File: config.mk
export PLATFORM = sky130hd
export DESIGN_NAME = sacl_ram
export DESIGN_NICKNAME = d
export VERILOG_FILES = /design/src/rtl/sacl_ram.sv
export SDC_FILE = /design/constraint.sdc
export NUM_CORES = 2
export LEC_CHECK = 0
export BUFFER_PORTS_ARGS = -buffer_cell sky130_fd_sc_hd__clkbuf_2
export CAP_MARGIN = 20
export CORE_UTILIZATION = 35
export CTS_CLUSTER_DIAMETER = 120
export DETAILED_ROUTE_END_ITERATION = 7
export GPL_ROUTABILITY_DRIVEN = 0
export SLEW_MARGIN = 20
export SYNTH_ARGS = -nofsm -noshare
export SYNTH_HDL_FRONTEND = slang
export SYNTH_SLANG_ARGS = --single-unit
File: constraint.sdc
create_clock -name clk_i -period 6.4 [get_ports clk_i]
set_clock_uncertainty 0.1 [all_clocks]
set_input_delay 0.32 -clock clk_i [delete_from_list [all_inputs] [get_ports clk_i]]
set_output_delay 0.32 -clock clk_i [all_outputs]
set_load 0.02 [all_outputs]
File: src/rtl/sacl_ram.sv
// generic single-port ram with registered read
module sacl_ram #(
  parameter int WIDTH = 64,
  parameter int DEPTH = 64,
  localparam int ADDR_W = (DEPTH > 1) ? $clog2(DEPTH) : 1
) (
  input  logic              clk_i,
  input  logic              we_i,
  input  logic [ADDR_W-1:0] addr_i,
  input  logic [WIDTH-1:0]  wdata_i,
  output logic [WIDTH-1:0]  rdata_o
);

  logic [WIDTH-1:0] mem_q [DEPTH];
  logic [WIDTH-1:0] rdata_q;

  always_ff @(posedge clk_i) begin
    if (we_i) begin
      mem_q[addr_i] <= wdata_i;
    end
    rdata_q <= mem_q[addr_i];
  end

  assign rdata_o = rdata_q;

endmodule

Word level (Yosys, flattened, before mapping)
Memory sizes are Yosys's and may differ from the RTL's. A register that Yosys moved wholly into a read port is not among the register bits.
Index checks and enable logic that the tools add are counted.
{"block": "totals", "n_memories": 1, "ram_bits": 4096, "regBits": 0, "word_cells": 3, "output_inout_bits": 64}
{"name": "mem_q", "words": 64, "word_bits": 64, "read_ports": 1, "rd_clocked_by_memory_dff": 1, "write_ports": 1, "line_no": "14", "text": "logic [WIDTH-1:0] mem_q [DEPTH];"}
{"block": "op_classes", "muxes": 2}
{"cell": "$mux W1", "n": 2}

Depth between registers and ports, before layout
{"block": "logic_depth", "word_depth": 2, "depth_mapped": 11, "mapped_depth_nobuf": 6}

Least setup slack after synthesis
OpenSTA, ideal clock, no wires.
{"block": "synth_timing", "path_type": "input-to-reg", "from": "in addr_i[2]", "to": "mem mem_q[15][0], enable pin", "stages": 9, "path_slack_ns": 1.477, "setup_time_ns": 0.487, "arrival_time_ns": 4.336, "path_cell_list": "buf_4 buf_6 buf_4 buf_4 buf_4 buf_4 buf_2 nand3_1 nor2_1"}
{"element": "start: declaration", "line_no": "9", "text": "input logic [ADDR_W-1:0] addr_i,"}
{"element": "end: declaration", "line_no": "14"}
Straight into the memory's write port.

Worst setup path after layout
{"block": "layout_timing", "from": "in addr_i[0]", "to": "mem mem_q[23][31], enable pin"}
Straight into the memory's write port.

==> flow_metrics.py <==
metrics = {
    "status": {
        "status": "finished with violations",
        "violations": "design-rule violations",
    },
    "route": {
        "drt-initial-drc-count": 13103,
        "drt-total-wl_um": 493000,
        "ant_nets": 0,
        "routed_via_density": 6.03,
        "dr_total_vias": 91002,
        "drc": 24,
        "dr.pass1.iters": 8,
        "wl_per_cell_um": 32.7,
    },
    "place": {
        "place_ws_ns": 1.73,
        "dp_hpwl_um": 264000,
        "io_buffers": 135,
        "dpl_cell_area_mm2": 0.164,
    },
    "logic_synthesis": {
        "synth_enable_flop_cells": 4096,
        "yosysWarnings": 0,
        "synthFlopType": "edfxtp_1",
        "ys_seq_area_frac": 0.799,
        "synthArstFlopShare": 0,
        "yosys_register_bits": 4160,
        "synthesis.area_mm2": 0.155,
        "synth_nets": 8691,
        "synthDistinctLibCells": 57,
        "synth_area_per_cell_um2": 18.0,
        "synthCells": 8619,
    },
    "cells_and_area": {
        "syn2layout_area_growth_pct": 14.3,
        "nets": 8921,
        "layout-drive-gt1-share": 0.149,
        "design_area_mm2": 0.178,
        "register_area_mm2": 0.124,
        "fill_cells": 39218,
        "multi_input_area_mm2": 0.0289,
    },
    "clock_tree": {
        "cts_made_buffers": 394,
        "worstSkewPairLatency_ns": 0.95,
        "clk_pin_slew_ns": 0.07,
        "clock_path_buffers": 4,
        "cts_root_buf": "clkbuf_16",
        "cts.sinks": 4160,
        "cts_resized": 0,
        "cts_htree_levels": 5,
        "tritoncts": "yes",
    },
    "min_path": {
        "hp-class": "in2reg",
        "hold_depth": 1,
        "min_to": "mem_q[6][2]$_DFFE_PP_",
        "hp-start": "wdata_i[2]",
    },
    "global_routing": {
        "grt_max_degree": 153,
        "grt-ovfl-total": 0,
        "grt_pass1_wl_um": 684000,
        "grt_usage": 0.214,
        "antenna_found_initial": 43,
        "grt_pass1_vias": 88461,
    },
    "floorplan": {
        "die_height_um": 668,
        "core.rowCount": 244,
        "die_area_mm2": 0.447,
        "floorplan.initialDensity": 0.352,
        "fp.coreArea_mm2": 0.442,
        "die_width_um": 668,
        "io_pins": 136,
    },
    "sta": {
        "rsz0062_at_grt": "no",
        "final.setup.tns_ns": 0,
        "finalCritPeriodShare": 0.688,
        "layout_min_cycle_time_ns": 4.40,
        "finalHoldViolCount": 0,
        "setup_slack_ns": 2.00,
        "timing.final.max_slew_violations": 0,
        "slew_headroom": 0.187,
        "max_freq_ghz": 0.227,
        "tightest_slew_ns": 1.22,
        "hold_slack_ns": 0.0222,
        "setup_violations": 0,
    },
    "worst_setup_path": {
        "path_class": "in2reg",
        "worstReg2RegStart": "mem_q[52][41]$_DFFE_PP_",
        "startpoint": "addr_i[0]",
        "critPathLaunchType": "primary input",
        "cp_max_fo": 71,
        "cp-end-kind": "flop",
        "timing.rr.end": "rdata_o[41]$_DFF_P_",
        "crit_required_ns": 6.84,
        "reg2reg_slack_ns": 4.09,
        "arrival_ns": 4.84,
        "reg2regPathDepth": 5,
    },
    "job": {
        "cap_violations": 0,
    },
    "pwr": {
        "vdd_drop_max_v": 0.000232,
        "total_power_mw": 56.6,
        "power_density_mw_per_mm2": 319,
        "power.leakage_nw": 54.7,
    },
}
synthesized netlist by cell type (139+ instances only):
library cell | number | area share
a21oi_1 | 210 | 0.0068
a221oi_1 | 636 | 0.036
a22oi_1 | 684 | 0.033
buf_2 | 253 | 0.0081
clkbuf_1 | 280 | 0.0068
edfxtp_1 | 4096 | 0.79
mux2_2 | 203 | 0.015
mux2i_1 | 337 | 0.022
nand2_1 | 311 | 0.0075
nor2_1 | 301 | 0.0073
o21ai_0 | 139 | 0.0045
o22ai_1 | 506 | 0.020
worst max-delay path by stage:
stage	depth (start not counted)	end	slack, ns
after floorplan	9	mem_q[15][0]$_DFFE_PP_	1.48
final	6	mem_q[23][31]$_DFFE_PP_	2.00
after global routing	6	mem_q[23][47]$_DFFE_PP_	1.95
after global placement	5	mem_q[39][25]$_DFFE_PP_	1.78
after CTS	6	mem_q[23][31]$_DFFE_PP_	2.12
after detailed placement	5	mem_q[39][27]$_DFFE_PP_	1.73
cell type report:
class	count	area share
clock inverters	224	0.0123
diodes	15	0.000211
flip-flops and latches	4160	0.699
inverters	3	0.000162
clock buffers	497	0.0596
multi-input cells	3801	0.163
repair buffers	489	0.0244
well taps	5904	0.0416
routing by layer:
metal,vias to the layer above,track usage,routed length [µm]
met3,1062,0.0547,58700
li1,36670,-,-
met5,-,0,88
met4,14,0.0848,21400
met2,5945,0.331,223000
met1,47311,0.289,190000
report_power, final:
group | internal [mW] | switching [mW]
Sequential | 30.2 | 0.179
Combinational | 0.804 | 2.14
Clock | 13.2 | 10.1
Total | 44.2 | 12.4
through the flow:
stage,instances,utilization
floorplan,8619,-
global placement,14295,0.372
global route,15082,0.402
finish,15093,0.402
CTS,15056,0.402
detailed placement,14299,0.372
kinds of logic after synthesis:
family / synth area share
AO/OA/AOI/OAI: 0.113
buffers and inverters: 0.0189
flip-flops: 0.799
multiplexers: 0.0456
AND/OR/NAND/NOR: 0.0228
critical path, stage by stage:
cell           delay [ns]
dlygate4sd3_1        0.56
buf_8                0.45
and2_4               0.83
nand3_1              0.84
nor2_4               1.06
buf_4                0.57
timing repair:
action                                 4_1_cts  5_1_grt
endpoints found under the hold margin     1857     1152
hold buffers                                36       18
setup buffers                                0        0
sequential cells by signal (all words and copies together) (netlist names):
register / cells
rdata_o: 64
mem_q: 4096
cell usage in the layout (no fill, tap or decap), drive strengths merged, types with 19 or more instances in the layout:
master	instances
mux4	63
a222oi	28
o22ai	506
clkbuf	602
clkinvlp	19
nand4	36
nand3b	30
o2111ai	27
dlygate4sd3	54
clkinv	157
dfxtp	64
o2111a	30
bufinv	37
a22oi	684
nand2	311
mux2i	337
edfxtp	4096
nor2	304
a21oi	210
nor3	25
a311oi	27
nor4	58
mux2	204
o21ai	140
a221o	30
a211oi	33
buf	330
a221oi	637
No activity file was read; power rests on OpenSTA's default activity.
