==> config.mk <==
export PLATFORM = sky130hd
export DESIGN_NAME = sacl_mod
export DESIGN_NICKNAME = d
export VERILOG_FILES = /design/src/rtl/sacl_pkg.sv /design/src/rtl/sacl_mod.sv
export SDC_FILE = /design/constraint.sdc
export NUM_CORES = 1
export LEC_CHECK = 0
export ABC_AREA = 1
export BUFFER_PORTS_ARGS = -buffer_cell sky130_fd_sc_hd__buf_2
export CORE_ASPECT_RATIO = 1.75
export CORE_MARGIN = 3
export CORE_UTILIZATION = 63
export CTS_CLUSTER_SIZE = 12
export DETAILED_ROUTE_END_ITERATION = 7
export PLACE_DENSITY_LB_ADDON = 0.08
export SLEW_MARGIN = 15
export SYNTH_ARGS = -nofsm -noshare
export SYNTH_HDL_FRONTEND = slang
export SYNTH_SLANG_ARGS = --single-unit
==> constraint.sdc <==
create_clock -name clk_i -period 15.5 [get_ports clk_i]
set_input_delay 1.55 -clock clk_i [delete_from_list [all_inputs] [get_ports clk_i]]
set_output_delay 1.55 -clock clk_i [all_outputs]
set_load 0.02 [all_outputs]
==> src/rtl/sacl_pkg.sv <==
// types, constants and state codes shared by the set-associative lfu cache
package sacl_pkg;

  localparam int TAG_W       = 31;
  localparam int CNT_W       = 32;
  localparam int NUM_SETS_W  = 7;
  localparam int NUM_WAYS_W  = 4;
  localparam int CFG_W       = 7;
  localparam int CFG_IDX_W   = 1;
  localparam int WAY_OUT_W   = 3;
  localparam int SET_OUT_W   = 6;

  localparam int DEF_MAX_SETS = 64;
  localparam int DEF_MAX_WAYS = 8;

  localparam logic [NUM_SETS_W-1:0] RST_NUM_SETS = 7'd64;
  localparam logic [NUM_WAYS_W-1:0] RST_NUM_WAYS = 4'd8;

  localparam logic [CFG_IDX_W-1:0] REG_NUM_SETS = 1'b0;
  localparam logic [CFG_IDX_W-1:0] REG_NUM_WAYS = 1'b1;

  localparam logic [CNT_W-1:0] COUNT_MAX = '1;

  // remainder unit: four quotient bits per cycle over a 32 bit dividend
  localparam int MOD_DVD_W = 32;
  localparam int MOD_STEPS = 4;
  localparam int MOD_ITERS = MOD_DVD_W / MOD_STEPS;
  localparam int MOD_CNT_W = $clog2(MOD_ITERS);

  typedef struct packed {
    logic             valid;
    logic [TAG_W-1:0] tag;
    logic [CNT_W-1:0] cnt;
  } sacl_entry_t;

  typedef enum logic [2:0] {
    ST_CLEAR,
    ST_IDLE,
    ST_DIV,
    ST_READ,
    ST_LOOK,
    ST_SCAN,
    ST_WRITE
  } sacl_state_e;

endpackage

==> src/rtl/sacl_mod.sv <==
// iterative remainder unit, reference modulo set count
module sacl_mod import sacl_pkg::*; (
  input  logic                  clk_i,
  input  logic                  rst_ni,
  input  logic                  start_i,
  input  logic [TAG_W-1:0]      dividend_i,
  input  logic [NUM_SETS_W-1:0] divisor_i,
  output logic                  done_o,
  output logic [NUM_SETS_W-1:0] rem_o
);

  logic                  busy_q, busy_d;
  logic                  done_q, done_d;
  logic [MOD_CNT_W-1:0]  cnt_q, cnt_d;
  logic [NUM_SETS_W-1:0] rem_q, rem_d;
  logic [MOD_DVD_W-1:0]  dvd_q, dvd_d;
  logic [NUM_SETS_W-1:0] div_q, div_d;
  logic [NUM_SETS_W-1:0] rem_nx;
  logic [MOD_DVD_W-1:0]  dvd_nx;

  // restoring steps on the partial remainder
  always_comb begin
    logic [NUM_SETS_W:0]   t;
    logic [NUM_SETS_W-1:0] r;
    logic [MOD_DVD_W-1:0]  d;
    r = rem_q;
    d = dvd_q;
    for (int k = 0; k < MOD_STEPS; k++) begin
      t = {r, d[MOD_DVD_W-1]};
      d = d << 1;
      if (t >= {1'b0, div_q}) begin
        t = t - {1'b0, div_q};
      end
      r = t[NUM_SETS_W-1:0];
    end
    rem_nx = r;
    dvd_nx = d;
  end

  always_comb begin
    busy_d = busy_q;
    done_d = 1'b0;
    cnt_d  = cnt_q;
    rem_d  = rem_q;
    dvd_d  = dvd_q;
    div_d  = div_q;
    if (start_i) begin
      busy_d = 1'b1;
      cnt_d  = '0;
      rem_d  = '0;
      dvd_d  = MOD_DVD_W'(dividend_i);
      div_d  = divisor_i;
    end else if (busy_q) begin
      rem_d = rem_nx;
      dvd_d = dvd_nx;
      cnt_d = cnt_q + 1'b1;
      if (cnt_q == MOD_CNT_W'(MOD_ITERS - 1)) begin
        busy_d = 1'b0;
        done_d = 1'b1;
      end
    end
  end

  always_ff @(posedge clk_i or negedge rst_ni) begin
    if (!rst_ni) begin
      busy_q <= 1'b0;
      done_q <= 1'b0;
      cnt_q  <= '0;
    end else begin
      busy_q <= busy_d;
      done_q <= done_d;
      cnt_q  <= cnt_d;
    end
  end

  always_ff @(posedge clk_i) begin
    rem_q <= rem_d;
    dvd_q <= dvd_d;
    div_q <= div_d;
  end

  assign done_o = done_q;
  assign rem_o  = rem_q;

endmodule

Word-level counts from Yosys, hierarchy flattened. Cells that the tools add are included.

$add $sub $neg: 5. Magnitude comparators: 4. Eq/ne operators: 1. Mux-type cells: 14. Reduce and logical (&&, ||, !) cells: 1.

Operator list (number): $mux W31 (2); $ge A8 B7 Y1 (4); $mux W7 (4); $sub A7 B7 Y7 (4); $mux W1 (6); $mux W3 (2); $add A3 B1 Y3 const B (1); $eq A3 B3 Y1 const B (1); $reduce_bool A2 Y1 (1).

Bits in registers: 51. Input port bits: 41. Output and inout bits: 8. Logic and storage cells: 32.

Logic depth before layout (Yosys ltp). Gate-level depths: netlist (run 1).

Depth after elaboration: 8. Gate-level depth with buffers: 49.

Worst setup path after synthesis (run 1). No wires, ideal clock.

Kind: register to register. From: register div_q[1]. To: register rem_q[1] (netlist: rem_o[1]). Setup time: 0.113 ns. Data arrival time: 5.493 ns. Required time: 15.387 ns. Path slack: 9.894 ns. Stages on the path, launching flop included: 47. Path buffers: 1. Path through: edfxtp_1 inv_1 fa_1 nand2_1 nand2_2 nand2_2 nand2_2 nand2_2 nand2_4 nand2_1 nand2_1 inv_1 ha_1 buf_2 nand2_1 nand2_1 nand2_1 nand3_2 [... 11 more ...] nand2_1 nand2_1 inv_1 nand3_4 nand2_1 nand2_1 inv_1 fa_1 nand3_1 nand2_1 a21oi_1 o21bai_1 nand2_1 nand3_1 a21oi_4 nand3_1 nand3_1 nand2_1.

Word-level cells in the longest chain between the ends: 8. Elaborated cells between the ends (all ways): 12. Those cells by class: add/sub: 4; order compare: 4; mux: 4.

RTL lines: from (decl) (line sacl_mod.sv:17) `logic [NUM_SETS_W-1:0] div_q, div_d;`; from (signal assigned) (line sacl_mod.sv:79) `div_q <= div_d;`; $sub A7 B7 Y7 / $ge A8 B7 Y1 (equally long branches) (line sacl_mod.sv:32, sacl_mod.sv:31); $mux W7 (line sacl_mod.sv:31) `if (t >= {1'b0, div_q}) begin`; $sub A7 B7 Y7 / $ge A8 B7 Y1 (equally long branches) (line sacl_mod.sv:32, sacl_mod.sv:31); $mux W7 (line sacl_mod.sv:31); $ge A8 B7 Y1 / $sub A7 B7 Y7 (equally long branches) (line sacl_mod.sv:31, sacl_mod.sv:32); $mux W7 (line sacl_mod.sv:31); $sub A7 B7 Y7 / $ge A8 B7 Y1 (equally long branches) (line sacl_mod.sv:32, sacl_mod.sv:31); $mux W7 * (line sacl_mod.sv:31); to (signal assigned) (line sacl_mod.sv:77) `rem_q <= rem_d;`; to (decl) (line sacl_mod.sv:15) `logic [NUM_SETS_W-1:0] rem_q, rem_d;`.

Every way passes the cells marked *; elsewhere a longest branch is shown, timed or not. A chain may end at the register's enable or synchronous reset.

Worst setup path in the final report (run 1).
From: register div_q[1]. To: register rem_q[3] (netlist: rem_o[3]).

Same word-level chain as after synthesis.

==> results.py, run 1 <==
metrics = {
    "final_layout": {
        "drive_above_1_share_pct": 16.6,
        "final_core_util_pct": 73.2,
        "syn_to_final_growth_pct": 10.8,
        "nets": 587,
        "antenna_cells": 0,
    },
    "clocking": {
        "cts_buffers": 5,
        "htreeDepth": 2,
        "clkTransAtPathRegs_ns": 0.08,
        "root_buffer": "clkbuf_8",
        "clockBufferDepth": 2,
        "clock_sink_count": 51,
        "postCtsResizedCells": 0,
        "insertion_delay_ns": 0.30,
        "cts_tree": "yes",
        "ctsHoldBuffers": 0,
        "cts_setup_buffers": 0,
    },
    "timing": {
        "tns_ns": 0,
        "setup_viol": 0,
        "hold_ws_ns": 0.477,
        "final_hold_viol_count": 0,
        "fin_crit_ns": 6.62,
        "slew_viol_final": 0,
        "grt_setup_unrepaired": "no",
        "clock_skew_ns": 0.00261,
        "fin_crit_sh_pct": 42.7,
        "tightest_slew_ns": 0.656,
        "max_slew_margin_pct": 56.2,
        "max_freq_mhz": 151,
    },
    "setup_path": {
        "path_class": "reg -> reg",
        "worstSetupStartpointType": "flop",
        "required_ns": 15.71,
        "cpPeakStageDelay_ns": 0.48,
        "crit_fanout": 8,
        "cp-end-kind": "flop",
        "cpMostUsedCell": "nand2_1",
        "arrival_ns": 6.82,
        "slowest_stage": "fa_1",
    },
    "detailed_routing": {
        "viasPerCell": 5.47,
        "routedWlPerCell_microns": 14.7,
        "ant_nets": 0,
        "drtIter0Drc": 140,
        "drc": 0,
        "routed_wl_microns": 8690,
        "top_layer": "met4",
        "wl_met3_microns": 316,
        "m1WireLength_microns": 2920,
        "vias": 3219,
        "firstDrtPassIters": 5,
        "wl_met2_microns": 4920,
    },
    "synthesis": {
        "seq_area_frac_synth_pct": 38.3,
        "yosys.area.top_type": "edfxtp_1",
        "synthTopCellsByArea": "edfxtp_1 31%, nand2_1 18%, ha_1 10%",
        "synth-edff-count": 38,
        "syn_area_sq_mm": 0.00372,
        "synth_flop_cell": "edfxtp_1",
        "yosys_warnings": 0,
        "syn_nets": 538,
        "syn_area_per_cell_sq_um": 8.04,
        "synthArstFlopShare_pct": 9.80,
        "synth_most_common_cell": "nand2_1",
        "syn_inst": 463,
        "yosys.cell_types.count": 33,
        "synth_commonest_cells": "181 x nand2_1, 62 x inv_1, 39 x nand3_1",
        "ys_ff_latch": 51,
        "synth_top_cell_area_share_pct": 30.7,
    },
    "die": {
        "fp-row-count": 36,
        "core_sq_mm": 0.00563,
        "initial_core_util_pct": 66.1,
        "die_x_microns": 64.1,
        "design.die.area_sq_mm": 0.00690,
        "die_h_microns": 108,
        "io_pins": 49,
    },
    "hold_path": {
        "worstHoldPathType": "reg -> reg",
    },
    "global_route": {
        "grt_pass1_vias": 3265,
        "track_usage_pct": 27.4,
        "antenna_found_initial": 0,
        "grt_max_degree": 44,
        "grt-ovfl-total": 0,
        "grt_pass1_wl_microns": 14500,
    },
    "place": {
        "post-dp-hpwl_microns": 6940,
        "gp_congestion": 0.984,
        "port_buffers": 48,
    },
    "flow_run": {
        "drv_cap": 0,
    },
    "status": {
        "status": "complete, no violations",
    },
}
## sequential cells by signal (all words and copies together), names as in the netlist
register / flops
done_o: 1
rem_o: 7
div_q: 7
cnt_q: 3
dvd_q: 32
busy_q: 1
## layout by cell type (no fill, tap or decap), types with 3 or more instances in the layout
cell type and n:
inv_1 61, nand2_1 181, dfrtp_1 5, nand2_2 7, fa_1 4, o21ai_0 5, ha_1 30, buf_2 48
a21oi_1 13, xnor2_1 8, xor2_1 9, dfxtp_1 8, nor2_1 8, nand3_4 6, inv_2 3, nand3_1 39
nand3b_1 3, nand4_1 6, clkbuf_8 6, edfxtp_1 38, nor2_2 3
## cells by family after synthesis
logic type	share of synthesized area (%)
AO/OA/AOI/OAI	5.01
XOR/XNOR	4.00
adder cells (fa/ha/maj)	12.2
buffers and inverters	7.29
flip-flops	38.3
AND/OR/NAND/NOR	33.1
## area by class of cell
type	count	area, sq um
clock buffer	7	86.3
clock inverter	1	3.75
fill	474	1510
inverter	64	240
multi-input combinational	341	2020
sequential	51	1430
tap	76	95.1
timing repair buffer	49	248
## critical path, delay by kind of cell (launching register included)
family | cells | cell delay [ns]
buf+inv | 6 | 0.57
simple gates | 29 | 2.98
fa+ha+maj | 4 | 1.59
flops | 1 | 0.44
compound gates | 5 | 0.91
## layer usage
metal / GRT usage, % / vias to the layer above
met2: 50.3 / 107
met3: 3.55 / 38
met1: 27.2 / 1485
met4: 20.7 / 0
met5: 0 / -
li1: - / 1589
## path summary, 6_finish.rpt
check	start	endpoint	slack, ns	cells past startpoint
max in group asynchronous	rst_ni	cnt_q[0]$_DFFE_PN0P_	14.33	1
worst min-delay path	dvd_q[27]$_DFFE_PP_	dvd_q[31]$_SDFFE_PP0P_	0.48	2
worst max-delay path	div_q[1]$_DFFE_PP_	rem_o[3]$_SDFFE_PP0P_	8.88	44
worst min register to register	dvd_q[27]$_DFFE_PP_	dvd_q[31]$_SDFFE_PP0P_	0.48	2
worst max register to register	div_q[1]$_DFFE_PP_	rem_o[3]$_SDFFE_PP0P_	8.88	44
min in group asynchronous	rst_ni	cnt_q[2]$_DFFE_PN0P_	1.04	1
## per-stage QoR
stage	cells	setup slack, ns	instance area [sq um]
3_3_place_gp	581	9.18	4030
5_1_grt	589	8.21	4120
6_report	589	8.88	4120
4_1_cts	589	8.92	4120
2_1_floorplan	463	9.89	3720
3_5_place_dp	581	8.94	4030
Power of run 1 is not shown: default switching activity piles up to over one toggle a cycle in this logic, so the estimate is an artifact.
==> run 2: changes to the inputs <==
--- a/config.mk
+++ b/config.mk
@@ -9,7 +9,7 @@
 export BUFFER_PORTS_ARGS = -buffer_cell sky130_fd_sc_hd__buf_2
 export CORE_ASPECT_RATIO = 1.75
 export CORE_MARGIN = 3
-export CORE_UTILIZATION = 63
+export CORE_UTILIZATION = 59
 export CTS_CLUSTER_SIZE = 12
 export DETAILED_ROUTE_END_ITERATION = 7
 export PLACE_DENSITY_LB_ADDON = 0.08
==> constraint.sdc (replaced) <==
create_clock -name clk_i -period 6.5 [get_ports clk_i]
set_input_delay 0.65 -clock clk_i [delete_from_list [all_inputs] [get_ports clk_i]]
set_output_delay 0.65 -clock clk_i [all_outputs]
set_load 0.02 [all_outputs]
==> run 2 against run 1 <==
Effect of this change: cell area grew 5.2%; critical path depth rose by 2; cell count grew 2.0%; first-iteration DRC count is 14% higher; fmax up 9.8%; clock skew rose by 0.0079 ns; flip-flop and latch count stayed put; worst setup slack lost 8.4 ns.
==> results.py, run 2 (synthesized netlist as in run 1, its figures left out) <==
metrics = {
    "global_route": {
        "grt-ovfl-total": 0,
        "grt_pass1_wl_microns": 15200,
        "grt_max_degree": 44,
        "grt_pass1_vias": 3300,
        "antenna_found_initial": 0,
        "track_usage_pct": 27.1,
    },
    "clocking": {
        "insertion_delay_ns": 0.31,
        "htreeDepth": 2,
        "clkTransAtPathRegs_ns": 0.09,
        "clockBufferDepth": 2,
        "cts_buffers": 5,
        "ctsHoldBuffers": 0,
        "clock_sink_count": 51,
        "cts_tree": "yes",
        "root_buffer": "clkbuf_8",
    },
    "setup_path": {
        "worstSetupStartpointType": "flop",
        "ff2ff_setup_slack_ns": 0.47,
        "cp-end-kind": "flop",
        "arrival_ns": 6.24,
        "cpPeakStageDelay_ns": 0.39,
        "crit_fanout": 8,
        "r2r-start": "dvd_q[31]$_SDFFE_PP0P_",
        "timing.rr.end": "rem_o[3]$_SDFFE_PP0P_",
        "cpMostUsedCell": "nand2_1",
        "required_ns": 6.72,
        "slowest_stage": "fa_1",
        "reg2regPathDepth": 46,
        "path_class": "reg -> reg",
    },
    "timing": {
        "max_slew_margin_pct": 48.5,
        "fin_crit_sh_pct": 92.7,
        "fin_crit_ns": 6.03,
        "clock_skew_ns": 0.0105,
        "tightest_slew_ns": 0.773,
        "tns_ns": 0,
        "max_freq_mhz": 166,
        "worst_slack_ns": 0.475,
        "slew_viol_final": 0,
        "final_hold_viol_count": 0,
        "setup_viol": 0,
    },
    "die": {
        "die_h_microns": 111,
        "core_sq_mm": 0.00602,
        "fp-row-count": 37,
        "die_x_microns": 66.0,
        "initial_core_util_pct": 61.9,
        "design.die.area_sq_mm": 0.00734,
        "io_pins": 49,
    },
    "detailed_routing": {
        "drc": 0,
        "vias": 3233,
        "ant_nets": 0,
        "firstDrtPassIters": 4,
        "drtIter0Drc": 159,
        "routed_wl_microns": 9410,
        "routedWlPerCell_microns": 15.7,
        "viasPerCell": 5.38,
    },
    "flow_run": {
        "drv_cap": 0,
    },
    "place": {
        "gp_congestion": 1.06,
        "preCtsSetupSlack_ns": 0.0816,
        "post-dp-hpwl_microns": 7270,
        "port_buffers": 48,
    },
    "final_layout": {
        "largest_reg_flops": 32,
        "antenna_cells": 0,
        "final_common_cell": "nand2_1",
        "nets": 597,
        "final_cell_mix": "181 x nand2_1, 62 x inv_1, 48 x buf_2",
        "syn_to_final_growth_pct": 16.5,
        "regMostFlops": "dvd_q",
        "drive_above_1_share_pct": 20.8,
    },
    "hold_path": {
        "worstHoldPathType": "in -> async",
    },
    "status": {
        "status": "complete, no violations",
    },
}
-- run 2: cell types whose count changed in the layout (fill, tap and decap cells not counted), moves of 3 or more --
cell,delta
buf_4,+10
ha_1,-7
ha_4,+6
nand3_1,-3
nand3_2,+3
-- run 2: timing repair --
item / CTS / global route
resized for setup: 0 / 15
setup buffers: 0 / 4
endpoints found under the setup margin: 0 / 7
-- run 2: worst max-delay path by stage --
stage | endpoint | start
after floorplan | rem_o[1]$_SDFFE_PP0P_ | div_q[1]$_DFFE_PP_
after global placement | rem_o[3]$_SDFFE_PP0P_ | div_q[1]$_DFFE_PP_
after detailed placement | rem_o[3]$_SDFFE_PP0P_ | div_q[1]$_DFFE_PP_
after CTS | rem_o[3]$_SDFFE_PP0P_ | div_q[1]$_DFFE_PP_
after global routing | rem_o[2]$_SDFFE_PP0P_ | dvd_q[31]$_SDFFE_PP0P_
final | rem_o[3]$_SDFFE_PP0P_ | dvd_q[31]$_SDFFE_PP0P_
-- run 2: cell type report --
| class | count | area [sq um] |
|---|---|---|
| clock buffer | 6 | 82.6 |
| clock inverter | 2 | 35.0 |
| fill | 507 | 1680 |
| inverter | 64 | 240 |
| multi-input combinational | 341 | 2130 |
| sequential | 51 | 1430 |
| tap | 78 | 97.6 |
| timing repair buffer | 59 | 323 |
-- run 2: metal layers --
metal	vias up	GRT usage [%]	routed length (microns)
met3	47	3.96	348
met1	1473	27.2	3220
met2	105	48.3	5090
met5	-	0	0
li1	1608	-	-
met4	0	19.9	755
-- run 2: critical path: cells and delay by family, from the launching register on --
kind	cells	cell delay (ns)
AOI/OAI and AO/OA	7	1.07
buffers and inverters	6	0.46
adders and majority gates	5	1.32
and+or+nand+nor	28	2.74
DFF	1	0.31
-- run 2: per-stage QoR --
| step | hold slack (ns) | util, % | instances | area [sq um] |
|---|---|---|---|---|
| floorplan | 0.354 | - | 463 | 3720 |
| global placement | 0.438 | 67.8 | 589 | 4080 |
| detailed placement | 0.450 | 67.8 | 589 | 4080 |
| CTS | 0.122 | 69.8 | 597 | 4200 |
| global route | 0.117 | 72.1 | 601 | 4340 |
| finish | 0.123 | 72.1 | 601 | 4340 |
Power of run 2 is left out for the same reason.
==> run 3: changes to the inputs <==
--- a/config.mk
+++ b/config.mk
@@ -6,12 +6,12 @@
 export NUM_CORES = 1
 export LEC_CHECK = 0
 export ABC_AREA = 1
-export BUFFER_PORTS_ARGS = -buffer_cell sky130_fd_sc_hd__buf_2
 export CORE_ASPECT_RATIO = 1.75
-export CORE_MARGIN = 3
-export CORE_UTILIZATION = 59
+export CORE_UTILIZATION = 64
+export CTS_BUF_LIST = sky130_fd_sc_hd__clkbuf_4 sky130_fd_sc_hd__clkbuf_8 sky130_fd_sc_hd__clkbuf_16
 export CTS_CLUSTER_SIZE = 12
 export DETAILED_ROUTE_END_ITERATION = 7
+export DONT_BUFFER_PORTS = 1
 export PLACE_DENSITY_LB_ADDON = 0.08
 export SLEW_MARGIN = 15
 export SYNTH_ARGS = -nofsm -noshare
==> run 3 against run 2 <==
Effect of this change: critical path depth down 2; critical endpoint is now rem_o[4]$_SDFFE_PP0P_; cell count shrank 7.7%; fmax fell by 0.62%; global-route usage rose by 3.5 points; cell area down 7.1%; routed wire length down 5.9%; sequential share of layout area grew 2.5 points; critical path type unchanged; clock skew shrank 0.0014 ns; worst hold slack lost 0.10 ns; non-clock buffer count is 44 lower; register-to-register slack worse by 0.04 ns.
==> results.py, run 3 (synthesized netlist as in run 1, its figures left out) <==
metrics = {
    "detailed_routing": {
        "routedWlPerCell_microns": 16.0,
        "viasPerCell": 5.51,
        "firstDrtPassIters": 6,
        "routed_wl_microns": 8860,
        "vias": 3060,
        "drtIter0Drc": 165,
        "ant_nets": 0,
        "drc": 0,
    },
    "final_layout": {
        "final_common_cell": "nand2_1",
        "drive_above_1_share_pct": 12.3,
        "final_cell_mix": "180 x nand2_1, 61 x inv_1, 39 x nand3_1",
        "nets": 553,
        "antenna_cells": 0,
        "largest_reg_flops": 32,
        "syn_to_final_growth_pct": 8.24,
        "regMostFlops": "dvd_q",
    },
    "global_route": {
        "track_usage_pct": 30.7,
        "grt_max_degree": 44,
        "grt-ovfl-total": 0,
        "grt_pass1_wl_microns": 13300,
        "grt_pass1_vias": 2900,
        "antenna_found_initial": 0,
    },
    "clocking": {
        "clock_sink_count": 51,
        "cts_tree": "yes",
        "clkTransAtPathRegs_ns": 0.09,
        "clockBufferDepth": 2,
        "htreeDepth": 2,
        "insertion_delay_ns": 0.32,
        "root_buffer": "clkbuf_8",
        "cts_buffers": 5,
    },
    "place": {
        "post-dp-hpwl_microns": 7030,
        "gp_congestion": 1.01,
        "port_buffers": 0,
    },
    "timing": {
        "tns_ns": 0,
        "fin_crit_ns": 6.06,
        "setup_viol": 0,
        "tightest_slew_ns": 1.16,
        "hold_ws_ns": 0.0198,
        "clock_skew_ns": 0.00914,
        "slew_viol_final": 0,
        "max_freq_mhz": 165,
        "max_slew_margin_pct": 22.8,
        "fin_crit_sh_pct": 93.3,
        "final_hold_viol_count": 0,
        "grt_setup_unrepaired": "no",
    },
    "setup_path": {
        "cpPeakStageDelay_ns": 0.39,
        "crit_end": "rem_o[4]$_SDFFE_PP0P_",
        "path_class": "reg -> reg",
        "required_ns": 6.76,
        "cpMostUsedCell": "nand2_1",
        "timing.rr.end": "rem_o[4]$_SDFFE_PP0P_",
        "cp-end-kind": "flop",
        "ff2ff_setup_slack_ns": 0.44,
        "r2r-start": "div_q[5]$_DFFE_PP_",
        "slowest_stage": "fa_2",
        "crit_fanout": 8,
        "crit_path_start": "div_q[5]$_DFFE_PP_",
        "worstSetupStartpointType": "flop",
        "arrival_ns": 6.32,
        "reg2regPathDepth": 44,
    },
    "status": {
        "status": "complete, no violations",
    },
    "die": {
        "io_pins": 49,
        "die_x_microns": 59.7,
        "fp-row-count": 36,
        "die_h_microns": 103,
        "core_sq_mm": 0.00559,
        "design.die.area_sq_mm": 0.00614,
        "initial_core_util_pct": 66.6,
    },
    "flow_run": {
        "drv_cap": 0,
    },
    "hold_path": {
        "worstHoldPathType": "in -> async",
    },
}
-- run 3: critical path: cells and delay by family (launching register included) --
| kind | cells | cell delay (ns) |
|---|---|---|
| AND/OR/NAND/NOR | 28 | 3.04 |
| adder cells (fa/ha/maj) | 4 | 1.40 |
| AO/OA/AOI/OAI | 4 | 0.53 |
| flip-flops | 1 | 0.35 |
| buffers and inverters | 8 | 0.67 |
-- run 3: final cells by class --
class | count | area (sq um)
inverters | 64 | 240
clock buffers | 7 | 83.8
well taps | 76 | 95.1
fillers | 504 | 1560
multi-input cells | 341 | 2070
flip-flops and latches | 51 | 1430
clock inverters | 1 | 5.00
repair buffers | 15 | 113
-- run 3: how the worst min path moves through the flow --
| stage | from | endpoint | slack (ns) | cells after the start |
|---|---|---|---|---|
| 3_5_place_dp | rst_ni | cnt_q[2]$_DFFE_PN0P_ | 0.35 | 0 |
| 2_1_floorplan | rst_ni | busy_q$_DFF_PN0_ | 0.35 | 0 |
| 3_3_place_gp | rst_ni | done_o$_DFF_PN0_ | 0.35 | 0 |
| 4_1_cts | rst_ni | cnt_q[2]$_DFFE_PN0P_ | 0.01 | 0 |
| 5_1_grt | rst_ni | cnt_q[2]$_DFFE_PN0P_ | 0.0007 | 0 |
| 6_report | rst_ni | cnt_q[2]$_DFFE_PN0P_ | 0.02 | 0 |
-- run 3: stage by stage --
step | worst slack [ns] | instances | util [%] | area [sq um]
final | 0.437 | 555 | 72.1 | 4030
after CTS | 0.0463 | 551 | 70.9 | 3960
after global placement | 0.226 | 543 | 69.3 | 3870
after detailed placement | 0.0852 | 543 | 69.3 | 3870
after floorplan | 0.894 | 463 | - | 3720
after global routing | 0.00728 | 555 | 72.1 | 4030
-- run 3: what timing repair did --
item,in CTS,in global routing
hold buffers,0,0
endpoints found under the setup margin,0,7
buffers inserted,0,4
resized for setup,0,9
-- run 3: routing by layer --
metal	vias to the layer above	part of all wire [%]	GRT usage (%)
li1	1522	-	-
met5	-	0	0
met3	38	4.1	4.14
met4	0	6.4	21.6
met2	100	55	57.8
met1	1400	35	29.0
Power of run 3 is left out for the same reason.
